[config.mk]
export PLATFORM = sky130hd
export DESIGN_NAME = positional_array_list_engine_flat
export DESIGN_NICKNAME = d
export VERILOG_FILES = /design/src/rtl/core/pale_pkg.sv /design/src/rtl/core/pale_if.sv /design/src/rtl/core/pale_ctrl.sv /design/src/rtl/core/pale_dp.sv /design/src/rtl/core/positional_array_list_engine.sv /design/src/flat_wrapper.sv
export SDC_FILE = /design/constraint.sdc
export NUM_CORES = 2
export LEC_CHECK = 0
export BUFFER_PORTS_ARGS = -buffer_cell sky130_fd_sc_hd__clkbuf_2
export CAP_MARGIN = 30
export CORE_MARGIN = 2
export CORE_UTILIZATION = 39
export CTS_CLUSTER_SIZE = 8
export DETAILED_ROUTE_END_ITERATION = 6
export RECOVER_POWER = 100
export SLEW_MARGIN = 20
export SYNTH_ARGS = -nofsm -noshare
export SYNTH_HDL_FRONTEND = slang
export SYNTH_SLANG_ARGS = --single-unit
[constraint.sdc]
create_clock -name clk -period 12.45 [get_ports clk]
set_clock_uncertainty 0.05 [all_clocks]
set_input_delay 1.8675 -clock clk [delete_from_list [all_inputs] [get_ports clk]]
set_output_delay 1.8675 -clock clk [all_outputs]
set_load 0.01 [all_outputs]
[src/rtl/core/pale_pkg.sv]
// ----------------------------------------------------------------------------
// pale_pkg: shared types and constants of the positional array list engine
// Command and status codes, field widths and the controller/datapath bundles.
// ----------------------------------------------------------------------------
package pale_pkg;

  // default list capacity
  localparam int DEPTH_DEF = 64;

  // fixed field widths
  localparam int CMD_W  = 3;
  localparam int POS_W  = 7;
  localparam int DATA_W = 32;
  localparam int STS_W  = 3;

  typedef logic [CMD_W-1:0] cmd_t;
  typedef logic [STS_W-1:0] status_t;
  typedef logic [1:0]       rd_sel_t;

  // command codes
  localparam cmd_t CMD_CLEAR  = 3'd0;
  localparam cmd_t CMD_INSERT = 3'd1;
  localparam cmd_t CMD_DELETE = 3'd2;
  localparam cmd_t CMD_SEARCH = 3'd3;
  localparam cmd_t CMD_READ   = 3'd4;

  // result status codes
  localparam status_t ST_OK       = 3'd0;
  localparam status_t ST_FULL     = 3'd1;
  localparam status_t ST_EMPTY    = 3'd2;
  localparam status_t ST_BADPOS   = 3'd3;
  localparam status_t ST_NOTFOUND = 3'd4;

  // memory read address relative to the index register
  localparam rd_sel_t RD_SAME = 2'd0;
  localparam rd_sel_t RD_PREV = 2'd1;
  localparam rd_sel_t RD_NEXT = 2'd2;

  // controller to datapath
  typedef struct packed {
    logic    load_in;   // capture the input beat
    logic    idx_cnt;   // index <= count
    logic    idx_pos;   // index <= position - 1
    logic    idx_zero;  // index <= 0
    logic    idx_inc;
    logic    idx_dec;
    logic    rd_en;
    rd_sel_t rd_sel;
    logic    wr_en;
    logic    wr_ins;    // write the insert value instead of the read data
    logic    cnt_clr;
    logic    cnt_inc;
    logic    cnt_dec;
    logic    st_we;
    status_t st_val;
    logic    found_we;  // found position <= index + 1
    logic    data_we;   // read data <= memory read data
    logic    res_load;  // move the pending result into the output register
  } dp_cmd_t;

  // datapath to controller
  typedef struct packed {
    cmd_t cmd;
    logic full;
    logic empty;
    logic ins_pos_ok;
    logic acc_pos_ok;
    logic ins_more;
    logic del_more;
    logic srch_more;
    logic match;
    logic out_free;
  } dp_sts_t;

endpackage

[src/rtl/core/pale_if.sv]
// ----------------------------------------------------------------------------
// pale_if: channel interfaces of the positional array list engine
// Command channel and result channel, valid/ready with payload.
// ----------------------------------------------------------------------------
interface pale_in_if;
  logic                        valid;
  logic                        ready;
  logic [pale_pkg::CMD_W-1:0]  command;
  logic [pale_pkg::POS_W-1:0]  position;
  logic signed [pale_pkg::DATA_W-1:0] insert_value;
  logic signed [pale_pkg::DATA_W-1:0] search_key;

  modport source (output valid, command, position, insert_value, search_key,
                  input ready);
  modport sink (input valid, command, position, insert_value, search_key,
                output ready);
endinterface

interface pale_out_if;
  logic                        valid;
  logic                        ready;
  logic [pale_pkg::STS_W-1:0]  status;
  logic [pale_pkg::POS_W-1:0]  found_position;
  logic signed [pale_pkg::DATA_W-1:0] read_data;
  logic [pale_pkg::POS_W-1:0]  element_count;

  modport source (output valid, status, found_position, read_data, element_count,
                  input ready);
  modport sink (input valid, status, found_position, read_data, element_count,
                output ready);
endinterface

[src/rtl/core/pale_ctrl.sv]
// ----------------------------------------------------------------------------
// pale_ctrl: command sequencer
// Decodes each accepted beat and steps the datapath through the shift,
// scan or read loop, then hands the result to the output register.
// ----------------------------------------------------------------------------
module pale_ctrl (
  input  logic              clk,
  input  logic              rst_n,
  input  logic              in_valid,
  output logic              in_ready,
  input  pale_pkg::dp_sts_t sts,
  output pale_pkg::dp_cmd_t cmd
);

  localparam logic [3:0] S_IDLE    = 4'd0;
  localparam logic [3:0] S_DECODE  = 4'd1;
  localparam logic [3:0] S_INS_CHK = 4'd2;
  localparam logic [3:0] S_INS_WR  = 4'd3;
  localparam logic [3:0] S_DEL_CHK = 4'd4;
  localparam logic [3:0] S_DEL_WR  = 4'd5;
  localparam logic [3:0] S_SR_CHK  = 4'd6;
  localparam logic [3:0] S_SR_CMP  = 4'd7;
  localparam logic [3:0] S_RD_ISS  = 4'd8;
  localparam logic [3:0] S_RD_TAKE = 4'd9;
  localparam logic [3:0] S_FIN     = 4'd10;

  logic [3:0] state_r;
  logic [3:0] state_nxt;

  // state register
  always_ff @(posedge clk) begin
    if (!rst_n) begin
      state_r <= S_IDLE;
    end else begin
      state_r <= state_nxt;
    end
  end

  assign in_ready = (state_r == S_IDLE);

  // next state and datapath commands
  always_comb begin
    state_nxt = state_r;
    cmd       = '0;
    unique case (state_r)
      S_IDLE: begin
        if (in_valid) begin
          cmd.load_in = 1'b1;
          state_nxt   = S_DECODE;
        end
      end
      S_DECODE: begin
        case (sts.cmd)
          pale_pkg::CMD_CLEAR: begin
            cmd.cnt_clr = 1'b1;
            state_nxt   = S_FIN;
          end
          pale_pkg::CMD_INSERT: begin
            priority if (sts.full) begin
              cmd.st_we  = 1'b1;
              cmd.st_val = pale_pkg::ST_FULL;
              state_nxt  = S_FIN;
            end else if (!sts.ins_pos_ok) begin
              cmd.st_we  = 1'b1;
              cmd.st_val = pale_pkg::ST_BADPOS;
              state_nxt  = S_FIN;
            end else begin
              cmd.idx_cnt = 1'b1;
              state_nxt   = S_INS_CHK;
            end
          end
          pale_pkg::CMD_DELETE, pale_pkg::CMD_READ: begin
            priority if (sts.empty) begin
              cmd.st_we  = 1'b1;
              cmd.st_val = pale_pkg::ST_EMPTY;
              state_nxt  = S_FIN;
            end else if (!sts.acc_pos_ok) begin
              cmd.st_we  = 1'b1;
              cmd.st_val = pale_pkg::ST_BADPOS;
              state_nxt  = S_FIN;
            end else begin
              cmd.idx_pos = 1'b1;
              state_nxt   = (sts.cmd == pale_pkg::CMD_READ) ? S_RD_ISS : S_DEL_CHK;
            end
          end
          pale_pkg::CMD_SEARCH: begin
            if (sts.empty) begin
              cmd.st_we  = 1'b1;
              cmd.st_val = pale_pkg::ST_EMPTY;
              state_nxt  = S_FIN;
            end else begin
              cmd.idx_zero = 1'b1;
              state_nxt    = S_SR_CHK;
            end
          end
          default: begin
            state_nxt = S_FIN;
          end
        endcase
      end
      // move entries toward the end, last one first
      S_INS_CHK: begin
        if (sts.ins_more) begin
          cmd.rd_en  = 1'b1;
          cmd.rd_sel = pale_pkg::RD_PREV;
          state_nxt  = S_INS_WR;
        end else begin
          cmd.wr_en   = 1'b1;
          cmd.wr_ins  = 1'b1;
          cmd.cnt_inc = 1'b1;
          state_nxt   = S_FIN;
        end
      end
      S_INS_WR: begin
        cmd.wr_en   = 1'b1;
        cmd.idx_dec = 1'b1;
        state_nxt   = S_INS_CHK;
      end
      // close the gap, first one first
      S_DEL_CHK: begin
        if (sts.del_more) begin
          cmd.rd_en  = 1'b1;
          cmd.rd_sel = pale_pkg::RD_NEXT;
          state_nxt  = S_DEL_WR;
        end else begin
          cmd.cnt_dec = 1'b1;
          state_nxt   = S_FIN;
        end
      end
      S_DEL_WR: begin
        cmd.wr_en   = 1'b1;
        cmd.idx_inc = 1'b1;
        state_nxt   = S_DEL_CHK;
      end
      // linear scan from the head
      S_SR_CHK: begin
        if (sts.srch_more) begin
          cmd.rd_en  = 1'b1;
          cmd.rd_sel = pale_pkg::RD_SAME;
          state_nxt  = S_SR_CMP;
        end else begin
          cmd.st_we  = 1'b1;
          cmd.st_val = pale_pkg::ST_NOTFOUND;
          state_nxt  = S_FIN;
        end
      end
      S_SR_CMP: begin
        if (sts.match) begin
          cmd.found_we = 1'b1;
          state_nxt    = S_FIN;
        end else begin
          cmd.idx_inc = 1'b1;
          state_nxt   = S_SR_CHK;
        end
      end
      S_RD_ISS: begin
        cmd.rd_en  = 1'b1;
        cmd.rd_sel = pale_pkg::RD_SAME;
        state_nxt  = S_RD_TAKE;
      end
      S_RD_TAKE: begin
        cmd.data_we = 1'b1;
        state_nxt   = S_FIN;
      end
      // wait for the output register to drain
      S_FIN: begin
        if (sts.out_free) begin
          cmd.res_load = 1'b1;
          state_nxt    = S_IDLE;
        end
      end
      default: begin
        state_nxt = S_IDLE;
      end
    endcase
  end

  // a loop step never starts on an idle sequencer
  a_idle_no_mem: assert property (@(posedge clk) disable iff (!rst_n)
    (state_r == S_IDLE) |-> !(cmd.wr_en || cmd.rd_en || cmd.res_load))
    else $error("memory or result activity while idle");

  // an accepted beat is always decoded next
  a_accept_decode: assert property (@(posedge clk) disable iff (!rst_n)
    (in_valid && in_ready) |=> (state_r == S_DECODE))
    else $error("accepted beat not decoded");

endmodule

[src/rtl/core/pale_dp.sv]
// ----------------------------------------------------------------------------
// pale_dp: list storage, index, count and result registers
// Single-write, single-read memory with registered read data; the sequencer
// moves entries through it one at a time, a registered read and then a write.
// ----------------------------------------------------------------------------
module pale_dp #(
  parameter int DEPTH = pale_pkg::DEPTH_DEF
) (
  input  logic                              clk,
  input  logic                              rst_n,
  // input beat payload
  input  logic [pale_pkg::CMD_W-1:0]        in_command,
  input  logic [pale_pkg::POS_W-1:0]        in_position,
  input  logic signed [pale_pkg::DATA_W-1:0] in_insert_value,
  input  logic signed [pale_pkg::DATA_W-1:0] in_search_key,
  // result channel
  output logic                              out_valid,
  input  logic                              out_ready,
  output logic [pale_pkg::STS_W-1:0]        out_status,
  output logic [pale_pkg::POS_W-1:0]        out_found_position,
  output logic signed [pale_pkg::DATA_W-1:0] out_read_data,
  output logic [pale_pkg::POS_W-1:0]        out_element_count,
  // sequencer link
  input  pale_pkg::dp_cmd_t                 cmd,
  output pale_pkg::dp_sts_t                 sts
);

  localparam int PW     = pale_pkg::POS_W;
  localparam int DW     = pale_pkg::DATA_W;
  localparam int CNT_W  = $clog2(DEPTH + 1);
  localparam int ADDR_W = (DEPTH > 1) ? $clog2(DEPTH) : 1;
  localparam int CMP_W  = ((CNT_W > PW) ? CNT_W : PW) + 1;

  // captured command
  pale_pkg::cmd_t  cmd_r;
  logic [PW-1:0]   pos_r;
  logic [DW-1:0]   val_r;
  logic [DW-1:0]   key_r;

  // list state
  logic [DW-1:0]    mem [DEPTH];
  logic [DW-1:0]    rdata_r;
  logic [CNT_W-1:0] count_r, count_nxt;
  logic [CNT_W-1:0] idx_r, idx_nxt;

  // pending result
  pale_pkg::status_t pend_status_r;
  logic [PW-1:0]     pend_found_r;
  logic [DW-1:0]     pend_data_r;

  // output register
  logic               out_valid_r;
  pale_pkg::status_t  out_status_r;
  logic [PW-1:0]      out_found_r;
  logic [DW-1:0]      out_data_r;
  logic [PW-1:0]      out_count_r;

  logic [CMP_W-1:0]  pos_e, cnt_e, idx_e;
  logic [CNT_W-1:0]  rd_idx;
  logic [ADDR_W-1:0] rd_addr, wr_addr;
  logic [DW-1:0]     wr_data;

  assign pos_e = CMP_W'(pos_r);
  assign cnt_e = CMP_W'(count_r);
  assign idx_e = CMP_W'(idx_r);

  // capture the input beat
  always_ff @(posedge clk) begin
    if (cmd.load_in) begin
      cmd_r <= in_command;
      pos_r <= in_position;
      val_r <= in_insert_value;
      key_r <= in_search_key;
    end
  end

  // index register
  always_comb begin
    idx_nxt = idx_r;
    priority if (cmd.idx_cnt) begin
      idx_nxt = count_r;
    end else if (cmd.idx_pos) begin
      idx_nxt = CNT_W'(pos_e - CMP_W'(1));
    end else if (cmd.idx_zero) begin
      idx_nxt = '0;
    end else if (cmd.idx_inc) begin
      idx_nxt = idx_r + CNT_W'(1);
    end else if (cmd.idx_dec) begin
      idx_nxt = idx_r - CNT_W'(1);
    end
  end

  always_ff @(posedge clk) begin
    idx_r <= idx_nxt;
  end

  // entry count
  always_comb begin
    count_nxt = count_r;
    priority if (cmd.cnt_clr) begin
      count_nxt = '0;
    end else if (cmd.cnt_inc) begin
      count_nxt = count_r + CNT_W'(1);
    end else if (cmd.cnt_dec) begin
      count_nxt = count_r - CNT_W'(1);
    end
  end

  always_ff @(posedge clk) begin
    if (!rst_n) begin
      count_r <= '0;
    end else begin
      count_r <= count_nxt;
    end
  end

  // memory addressing
  always_comb begin
    unique case (cmd.rd_sel)
      pale_pkg::RD_PREV: rd_idx = idx_r - CNT_W'(1);
      pale_pkg::RD_NEXT: rd_idx = idx_r + CNT_W'(1);
      default:           rd_idx = idx_r;
    endcase
  end

  assign rd_addr = rd_idx[ADDR_W-1:0];
  assign wr_addr = idx_r[ADDR_W-1:0];
  assign wr_data = cmd.wr_ins ? val_r : rdata_r;

  // list memory, registered read
  always_ff @(posedge clk) begin
    if (cmd.wr_en) begin
      mem[wr_addr] <= wr_data;
    end
  end

  always_ff @(posedge clk) begin
    if (cmd.rd_en) begin
      rdata_r <= mem[rd_addr];
    end
  end

  // pending result fields
  always_ff @(posedge clk) begin
    if (cmd.load_in) begin
      pend_status_r <= pale_pkg::ST_OK;
      pend_found_r  <= '0;
      pend_data_r   <= '0;
    end else begin
      if (cmd.st_we) begin
        pend_status_r <= cmd.st_val;
      end
      if (cmd.found_we) begin
        pend_found_r <= PW'(idx_e + CMP_W'(1));
      end
      if (cmd.data_we) begin
        pend_data_r <= rdata_r;
      end
    end
  end

  // output register
  always_ff @(posedge clk) begin
    if (!rst_n) begin
      out_valid_r <= 1'b0;
    end else if (cmd.res_load) begin
      out_valid_r <= 1'b1;
    end else if (out_ready) begin
      out_valid_r <= 1'b0;
    end
  end

  always_ff @(posedge clk) begin
    if (cmd.res_load) begin
      out_status_r <= pend_status_r;
      out_found_r  <= pend_found_r;
      out_data_r   <= pend_data_r;
      out_count_r  <= PW'(cnt_e);
    end
  end

  assign out_valid          = out_valid_r;
  assign out_status         = out_status_r;
  assign out_found_position = out_found_r;
  assign out_read_data      = out_data_r;
  assign out_element_count  = out_count_r;

  // status toward the sequencer
  always_comb begin
    sts            = '0;
    sts.cmd        = cmd_r;
    sts.full       = (cnt_e >= CMP_W'(DEPTH));
    sts.empty      = (count_r == '0);
    sts.ins_pos_ok = (pos_r != '0) && (pos_e <= cnt_e + CMP_W'(1));
    sts.acc_pos_ok = (pos_r != '0) && (pos_e <= cnt_e);
    sts.ins_more   = (idx_e >= pos_e);
    sts.del_more   = (idx_e + CMP_W'(1) < cnt_e);
    sts.srch_more  = (idx_e < cnt_e);
    sts.match      = (rdata_r == key_r);
    sts.out_free   = !out_valid_r || out_ready;
  end

  // count never exceeds capacity
  a_count_bound: assert property (@(posedge clk) disable iff (!rst_n)
    CMP_W'(count_r) <= CMP_W'(DEPTH))
    else $error("entry count above capacity");

  // count moves by one or is cleared
  a_count_step: assert property (@(posedge clk) disable iff (!rst_n)
    (count_r != $past(count_r)) |->
      (count_r == '0 || count_r == $past(count_r) + CNT_W'(1) ||
       count_r == $past(count_r) - CNT_W'(1)))
    else $error("entry count jumped");

  // writes stay inside the array
  a_wr_range: assert property (@(posedge clk) disable iff (!rst_n)
    cmd.wr_en |-> (idx_e < CMP_W'(DEPTH)))
    else $error("write outside the list");

  // a result never overwrites one still waiting
  a_no_overrun: assert property (@(posedge clk) disable iff (!rst_n)
    cmd.res_load |-> (!out_valid_r || out_ready))
    else $error("result overwritten before taken");

endmodule

[src/rtl/core/positional_array_list_engine.sv]
// ----------------------------------------------------------------------------
// positional_array_list_engine: ordered list with insert, delete, search, read
// One command in flight; each moved or scanned entry takes a registered read of
// the single-write, single-read list memory, then a write or a compare.
// Synchronous active-low reset empties the list; entry contents stay unknown.
// ----------------------------------------------------------------------------
module positional_array_list_engine #(
  parameter int DEPTH = pale_pkg::DEPTH_DEF  // capacity, 1 to 127 at 7-bit fields
) (
  input  logic        clk,
  input  logic        rst_n,
  pale_in_if.sink     in_bus,
  pale_out_if.source  out_bus
);

  pale_pkg::dp_cmd_t dp_cmd;
  pale_pkg::dp_sts_t dp_sts;

  // command sequencer
  pale_ctrl u_ctrl (
    .clk      (clk),
    .rst_n    (rst_n),
    .in_valid (in_bus.valid),
    .in_ready (in_bus.ready),
    .sts      (dp_sts),
    .cmd      (dp_cmd)
  );

  // storage and result path
  pale_dp #(
    .DEPTH (DEPTH)
  ) u_dp (
    .clk                (clk),
    .rst_n              (rst_n),
    .in_command         (in_bus.command),
    .in_position        (in_bus.position),
    .in_insert_value    (in_bus.insert_value),
    .in_search_key      (in_bus.search_key),
    .out_valid          (out_bus.valid),
    .out_ready          (out_bus.ready),
    .out_status         (out_bus.status),
    .out_found_position (out_bus.found_position),
    .out_read_data      (out_bus.read_data),
    .out_element_count  (out_bus.element_count),
    .cmd                (dp_cmd),
    .sts                (dp_sts)
  );

endmodule

[src/flat_wrapper.sv]
// flat-port wrapper written by rule: the top's interface ports become plain ports
module positional_array_list_engine_flat 
#(
  parameter int DEPTH = pale_pkg::DEPTH_DEF                                       
)
  (clk, rst_n, in_bus_valid, in_bus_command, in_bus_position, in_bus_insert_value, in_bus_search_key, in_bus_ready, out_bus_valid, out_bus_status, out_bus_found_position, out_bus_read_data, out_bus_element_count, out_bus_ready);
  pale_in_if in_bus_i ();
  pale_out_if out_bus_i ();
  input  logic clk;
  input  logic rst_n;
  input wire logic [$bits(in_bus_i.valid)-1:0] in_bus_valid;
  input wire logic [$bits(in_bus_i.command)-1:0] in_bus_command;
  input wire logic [$bits(in_bus_i.position)-1:0] in_bus_position;
  input wire logic [$bits(in_bus_i.insert_value)-1:0] in_bus_insert_value;
  input wire logic [$bits(in_bus_i.search_key)-1:0] in_bus_search_key;
  output wire logic [$bits(in_bus_i.ready)-1:0] in_bus_ready;
  output wire logic [$bits(out_bus_i.valid)-1:0] out_bus_valid;
  output wire logic [$bits(out_bus_i.status)-1:0] out_bus_status;
  output wire logic [$bits(out_bus_i.found_position)-1:0] out_bus_found_position;
  output wire logic [$bits(out_bus_i.read_data)-1:0] out_bus_read_data;
  output wire logic [$bits(out_bus_i.element_count)-1:0] out_bus_element_count;
  input wire logic [$bits(out_bus_i.ready)-1:0] out_bus_ready;
  assign in_bus_i.valid = in_bus_valid;
  assign in_bus_i.command = in_bus_command;
  assign in_bus_i.position = in_bus_position;
  assign in_bus_i.insert_value = in_bus_insert_value;
  assign in_bus_i.search_key = in_bus_search_key;
  assign in_bus_ready = in_bus_i.ready;
  assign out_bus_valid = out_bus_i.valid;
  assign out_bus_status = out_bus_i.status;
  assign out_bus_found_position = out_bus_i.found_position;
  assign out_bus_read_data = out_bus_i.read_data;
  assign out_bus_element_count = out_bus_i.element_count;
  assign out_bus_i.ready = out_bus_ready;
  positional_array_list_engine #(.DEPTH(DEPTH)) u_core (.clk(clk), .rst_n(rst_n), .in_bus(in_bus_i), .out_bus(out_bus_i));
endmodule
**Yosys cells after proc, flatten, opt, wreduce, memory -nomap -nowiden**

Memory sizes are Yosys's and may differ from the RTL's. A register that Yosys moved wholly into a read port is not among the register bits.
Cells that the tools add are included.

- Add/sub/neg operators: 7
- Magnitude comparators: 6
- Equal/unequal tests: 19
- Mux-type cells: 67
- Bitwise logic cells: 1
- Reductions and logical operators: 15

Operators with widths:

| operator | count |
|---|---|
| 4-bit 2-to-1 mux | 18 |
| 7-bit 2-to-1 mux | 7 |
| 4-bit case mux with 11 select lines | 1 |
| 32-bit == test | 1 |
| 32-bit 2-to-1 mux | 1 |
| 1-bit 2-to-1 mux | 28 |
| 4-bit case mux with 3 select lines | 2 |
| 7-bit by 1-bit subtractor with 7-bit output, second input constant | 3 |
| 7-bit by 1-bit adder with 8-bit output, second input constant | 2 |
| 4-bit by 3-bit == test with 1-bit output, second input constant | 4 |
| 7-bit by 1-bit adder with 7-bit output, second input constant | 2 |
| 4-bit == test, second input constant | 3 |
| 3-bit 2-to-1 mux | 4 |
| 3-bit case mux with 4 select lines | 1 |
| 6-bit case mux with 2 select lines | 1 |
| 4-bit by 2-bit == test with 1-bit output, second input constant | 2 |
| 7-bit by 8-bit <= comparator with 1-bit output | 1 |
| 8-bit by 7-bit < comparator with 1-bit output | 1 |
| 4-bit case mux with 2 select lines | 1 |
| 7-bit >= comparator | 1 |
| 7-bit >= comparator, second input constant | 1 |
| 7-bit <= comparator | 1 |
| 7-bit zero test | 1 |
| 7-bit < comparator | 1 |
| other kinds (21) | 27 |

- Register bits after elaboration: 184
- Bits in writable memories: 2048
- Input bits: 78
- Output and inout bits: 51
- Logic and storage cells: 131
- Memories kept: 1

Memory list:

| name | depth | width | rd ports | clocked after memory_dff | wr ports | RTL line | text |
|---|---|---|---|---|---|---|---|
| u_core.u_dp.mem | 64 | 32 | 1 | 1 | 1 | pale_dp.sv:41 | `logic [DW-1:0] mem [DEPTH];` |

**Logic depth before layout (Yosys ltp)**

- Depth after elaboration: 10
- Depth in mapped cells: 24
- Mapped depth without buffers: 18

**Modules after synthesis**

From an unflattened synthesis, not the netlist that was laid out.

- Cells, all modules: 5582
- Area, all modules: 89699.8 µm²

Modules (own cells, without submodules):

| module | instances | cells an instance | area an instance (µm²) |
|---|---|---|---|
| pale_dp | 1 | 5483 | 89016.6 |
| pale_ctrl | 1 | 99 | 683.2 |

**Worst setup path before layout**

Ideal clock, no wire load.

- Path type: register -> register
- Start point: register u_core.u_dp.idx_r[0]
- End point: memory u_core.u_dp.mem[57][0] in the netlist's numbering, enable pin
- Arrival time: 4841 ps
- Required time: 11939 ps
- Path slack: 7098 ps
- Stages on the path, launching flop included: 13
- Path buffers: 3
- Clock period less this slack: 5352 ps
- Cell sequence: edfxtp_1 -> clkbuf_1 -> inv_1 -> ha_1 -> nand2b_1 -> a21o_1 -> a21o_1 -> a21o_1 -> a2111oi_0 -> o21bai_1 -> clkbuf_1 -> buf_1 -> nor3_1

- Word-level cells in the longest chain between the ends: 5

RTL lines:

| item | RTL line | text |
|---|---|---|
| from (decl) | pale_dp.sv:44 | `logic [CNT_W-1:0] idx_r, idx_nxt;` |
| from (signal assigned) | pale_dp.sv:94 | `idx_r <= idx_nxt;` |
| 7-bit >= comparator | pale_dp.sv:196 | `sts.ins_more = (idx_e >= pos_e);` |
| 2-bit 2-to-1 mux | pale_ctrl.sv:103 | `if (sts.ins_more) begin` |
| 1-bit case mux with 2 select lines | pale_ctrl.sv:45 | `unique case (state_r)` |
| 1-bit 2-to-1 mux | pale_dp.sv:132 | `if (cmd.wr_en) begin` |
| 1-bit 2-to-1 mux (implied by the code) | pale_dp.sv:133 | `mem[wr_addr] <= wr_data;` |
| to (decl) | pale_dp.sv:41 |  |

Parallel ways exist; a longest one is shown, timed or not.

**Worst setup path after layout**

- Start point: register u_core.u_dp.idx_r[3]
- End point: register u_core.u_dp.rdata_r[14] (read register of u_core.u_dp.mem) (data pin)

- Word-level cells in the longest chain between the ends: 6
- Elaborated cells between the ends (all ways): 13
- Classes of those cells: 3 x add/sub; 3 x order compare; 2 x eq/ne; 5 x mux

RTL lines:

| item | RTL line | text |
|---|---|---|
| 7-bit by 1-bit adder with 8-bit output | pale_dp.sv:197 | `sts.del_more = (idx_e + CMP_W'(1) < cnt_e);` |
| 8-bit by 7-bit < comparator with 1-bit output | pale_dp.sv:197 |  |
| 3-bit 2-to-1 mux | pale_ctrl.sv:121 | `if (sts.del_more) begin` |
| 3-bit case mux with 4 select lines | pale_ctrl.sv:45 |  |
| 2-bit == test or 2-bit by 1-bit == test with 1-bit output (tied branches) | pale_dp.sv:119 | `unique case (cmd.rd_sel)` |
| 6-bit case mux with 2 select lines | pale_dp.sv:119 |  |
| to (decl) | pale_dp.sv:42 | `logic [DW-1:0] rdata_r;` |

Parallel ways exist; a longest one is shown, timed or not.
A chain may end at the register's enable or synchronous reset.

==> run_results.csv <==
group,metric,value,unit
die,rows,175,
critical_path,required,13020,ps
placed_design,dp_cells,8160,
cts,post_cts_buffers,0,
drt,vias,49400,
sta,whs,377,ps
drt,drc_errors,0,
critical_path,cp_data_arrival_time,9480,ps
logic_synthesis,synth-seq-cells,2264,
logic_synthesis,yosysTopAreaCell,"edfxtp_1",
drt,first_iter_violations,5998,
logic_synthesis,synth_adder_area_share,0.00656,
logic_synthesis,ys_warn_count,0,
sta,hold_viol_final,0,
global_route,overflow,0,
logic_synthesis,ys_types,75,
global_route,grt_busiest_layer,"met2",
global_route,grt_use_met2,0.323,
global_route,met1_usage,0.296,
cts,clockRootBuffer,"clkbuf_16",
sta,worst_pin_slew,3500,ps
placed_design,numPortBuffers,128,
sta,fin_crit,8910,ps
cts,clock-sinks,2264,
die,die_w,481,µm
sta,worst_slack,3540,ps
die,coreArea,227000,µm²
logic_synthesis,synth-edff-count,2210,
die,pin_count,129,
placed_design,dp_hpwl,135000,µm
sta,drv_slew,3782,
critical_path,crit_start,"u_core.u_dp.idx_r[3]",
cts,max-clock-path-buffers,4,
logic_synthesis,syn-num-nets,5280,
sta,fmax,0.112,GHz
cells_and_area,area_delta_synth_final,14.3,%
drt,routed_wl,242000,µm
logic_synthesis,syn-cell-area,88900,µm²
logic_synthesis,synth_mux_area_frac,0.0969,
cts,clk_pin_slew,60,ps
cells_and_area,final_common_cell,"edfxtp_1",
logic_synthesis,async_reset_ff_frac,0,
placed_design,gp_congestion,0.845,
sta,fin_crit_sh,0.716,
drt,antenna_left,0,
global_route,grt_pass1_wl,348000,µm
power_and_ir_drop,pwr-share-comb,0.185,
cells_and_area,final_cell_count_no_fill,8544,
cts,post_cts_resized,0,
critical_path,worst_setup_path_start_kind,"register",
power_and_ir_drop,p_int,15.7,mW
power_and_ir_drop,leakagePower,32.4,nW
die,start_util,0.392,
run_status,status,"finished with violations",
placed_design,place_ws,4520,ps
logic_synthesis,synth_top_family_by_area,"multiplexers",
drt,wl_per_cell,28.3,µm
critical_path,ff2ff_path_depth,17,
logic_synthesis,synthSimpleGateAreaFrac,0.0768,
cts,cts_hold_buf,0,
power_and_ir_drop,power_density,215,nW/µm²
run,drv_cap,99,
critical_path,crit_path_end,"u_core.u_dp.rdata_r[14]",
global_route,antenna_found_initial,13,
sta,fin_setup_tns,0,ps
logic_synthesis,synth_flop_cell,"edfxtp_1",
cells_and_area,post-route-util,0.448,
logic_synthesis,synth_area_per_cell,17.2,µm²
global_route,grtUsageMet3,0.0421,
logic_synthesis,yosysTopAreaCellShare,0.747,
die,die_area,232000,µm²
cells_and_area,nNetsFinal,5615,
global_route,grtUsageTotal,0.207,
sta,grt_setup_unrepaired,"false",
cts,clk_latency,940,ps
cts,cts_inserted_buffers,333,
power_and_ir_drop,clkPwrFrac,0.354,
critical_path,end_kind,"register",
critical_path,path_max_fanout,39,
cts,cts_max_level,5,
critical_path,crit_type,"reg2reg",
drt,vias_per_cell,5.78,
logic_synthesis,synth_seq_area_share,0.759,
logic_synthesis,synthTopCellsByArea,"edfxtp_1 (75%), mux4_2 (8.2%), nand2_1 (3.8%)",
power_and_ir_drop,p_sw_frac,0.283,
sta,setup_viol,0,
logic_synthesis,synth-compound-area-share,0.0378,
run_status,violations,"capacitance limit, slew limit",
critical_path,timing.rr.end,"u_core.u_dp.rdata_r[14]",
sta,slew_headroom,-1.33,
global_route,grt_pass1_vias,48600,
cells_and_area,layout-drive-gt1-share,0.158,
power_and_ir_drop,ir_worst_vdd,0.165,mV
power_and_ir_drop,p_seq_frac,0.461,
cts,cts_tree,"yes",
logic_synthesis,netlist_instances,5156,
logic_synthesis,synthXorXnorAreaFrac,0.00562,
critical_path,rrSetupSlack,3540,ps
die,fp.dieH,481,µm
global_route,grt_max_degree,156,
drt,firstDrtPassIters,5,
power_and_ir_drop,p_sw,6.17,mW
cells_and_area,mostFrequentLayoutCells,"edfxtp_1 (2210), nand2_1 (908), clkbuf_16 (338), mux4_2 (322), nand3_1 (318)",
critical_path,r2r_start,"u_core.u_dp.idx_r[3]",
worst_hold_path,hp-class,"reg2reg",
## worst max-delay path, cell delays in order (launching register included)
cell and delay (ps):
edfxtp_1 860, nand3_1 730, nor2_1 310, xor2_1 260, ha_1 300, a221oi_1 360
nand3b_1 200, ha_1 550, nand2b_1 310, or2_2 340, nand3_1 1260, buf_4 780
buf_4 600, mux2_2 400, a221oi_1 280, a21oi_1 160, o22ai_1 560, nor4_1 180
## how the worst min path moves through the flow
stage | from | end | slack [ps] | cells past startpoint
CTS | u_core.u_dp.pend_data_r[16] | u_core.u_dp.out_read_data[16] | 370 | 0
finish | u_core.u_dp.pend_data_r[16] | u_core.u_dp.out_read_data[16] | 380 | 0
global placement | u_core.u_dp.pend_data_r[0] | u_core.u_dp.out_read_data[0] | 360 | 0
global route | u_core.u_dp.pend_data_r[13] | u_core.u_dp.out_read_data[13] | 390 | 0
detailed placement | u_core.u_dp.pend_data_r[16] | u_core.u_dp.out_read_data[16] | 360 | 0
floorplan | u_core.u_dp.pend_status_r[0] | u_core.u_dp.out_status[0] | 360 | 0
## synth_stat cells, types with 12 or more instances
master / instances
and4b_1: 19
buf_2: 107
o2111ai_1: 22
nand2_1: 908
o21ai_0: 23
a211oi_1: 31
nor3_1: 58
buf_4: 21
a221oi_1: 48
ha_1: 45
o211ai_1: 19
a32oi_1: 12
buf_1: 26
buf_6: 15
a2111oi_0: 20
edfxtp_1: 2210
nand3_1: 318
nor4_1: 17
nor2_1: 110
clkbuf_1: 128
and3_1: 33
mux4_2: 322
mux2i_1: 55
a21oi_1: 168
mux2_2: 72
xnor2_1: 48
a32o_1: 13
a221o_1: 17
a31oi_1: 26
inv_1: 26
dfxtp_1: 54
o22ai_1: 22
## final cells by class
cell class | instances | area [µm²]
clock inverters | 9 | 71.3
diodes | 2 | 5.00
repair buffers | 297 | 1540
clock buffers | 368 | 8570
inverters | 26 | 98.8
fillers | 19500 | 125000
well taps | 3009 | 3760
multi-input cells | 2569 | 20100
flip-flops and latches | 2264 | 67400
## power groups by stage
| stage | registers (mW) | logic, mW | clock network [mW] |
|---|---|---|---|
| 4_1_cts | 9.93 | 4.19 | 7.85 |
| 6_report | 10.1 | 4.05 | 7.73 |
| 3_3_place_gp | 10.1 | 3.98 | 0 |
| 5_1_grt | 10.1 | 4.37 | 8.16 |
| 3_5_place_dp | 10.1 | 4.17 | 0 |
| 2_1_floorplan | 9.89 | 2.59 | 0 |
## routing by layer
layer | share of wire | wire length, µm | up-vias
met5 | 0.000054 | 13 | -
met4 | 0.021 | 5150 | 2
met3 | 0.091 | 21900 | 360
met2 | 0.47 | 113000 | 2397
met1 | 0.42 | 102000 | 25800
li1 | - | - | 20800
## cells by family after synthesis
| kind of cell | count (synthesis) |
|---|---|
| simple gates | 1539 |
| compound gates | 478 |
| mux | 449 |
| xor+xnor | 57 |
| flops | 2264 |
| buf+inv | 323 |
| fa+ha+maj | 46 |
## flip-flops by register name, summed over array words and instances, names as in the netlist
register	cells
u_core.u_ctrl.state_r	4
u_core.u_dp.cmd_r	3
u_core.u_dp.count_r	7
u_core.u_dp.idx_r	7
u_core.u_dp.key_r	32
u_core.u_dp.mem	2048
u_core.u_dp.out_element_count	7
u_core.u_dp.out_found_position	7
u_core.u_dp.out_read_data	32
u_core.u_dp.out_status	3
u_core.u_dp.out_valid	1
u_core.u_dp.pend_data_r	32
u_core.u_dp.pend_found_r	7
u_core.u_dp.pend_status_r	3
u_core.u_dp.pos_r	7
u_core.u_dp.rdata_r	32
u_core.u_dp.val_r	32
## through the flow
stage               instance area [µm²]  total power [mW]
finish                           102000              21.8
global route                     102000              22.6
CTS                              102000              22.0
detailed placement                93800              14.2
global placement                  93500              14.1
floorplan                         88900              12.5
(Power assumes the default switching activity.)
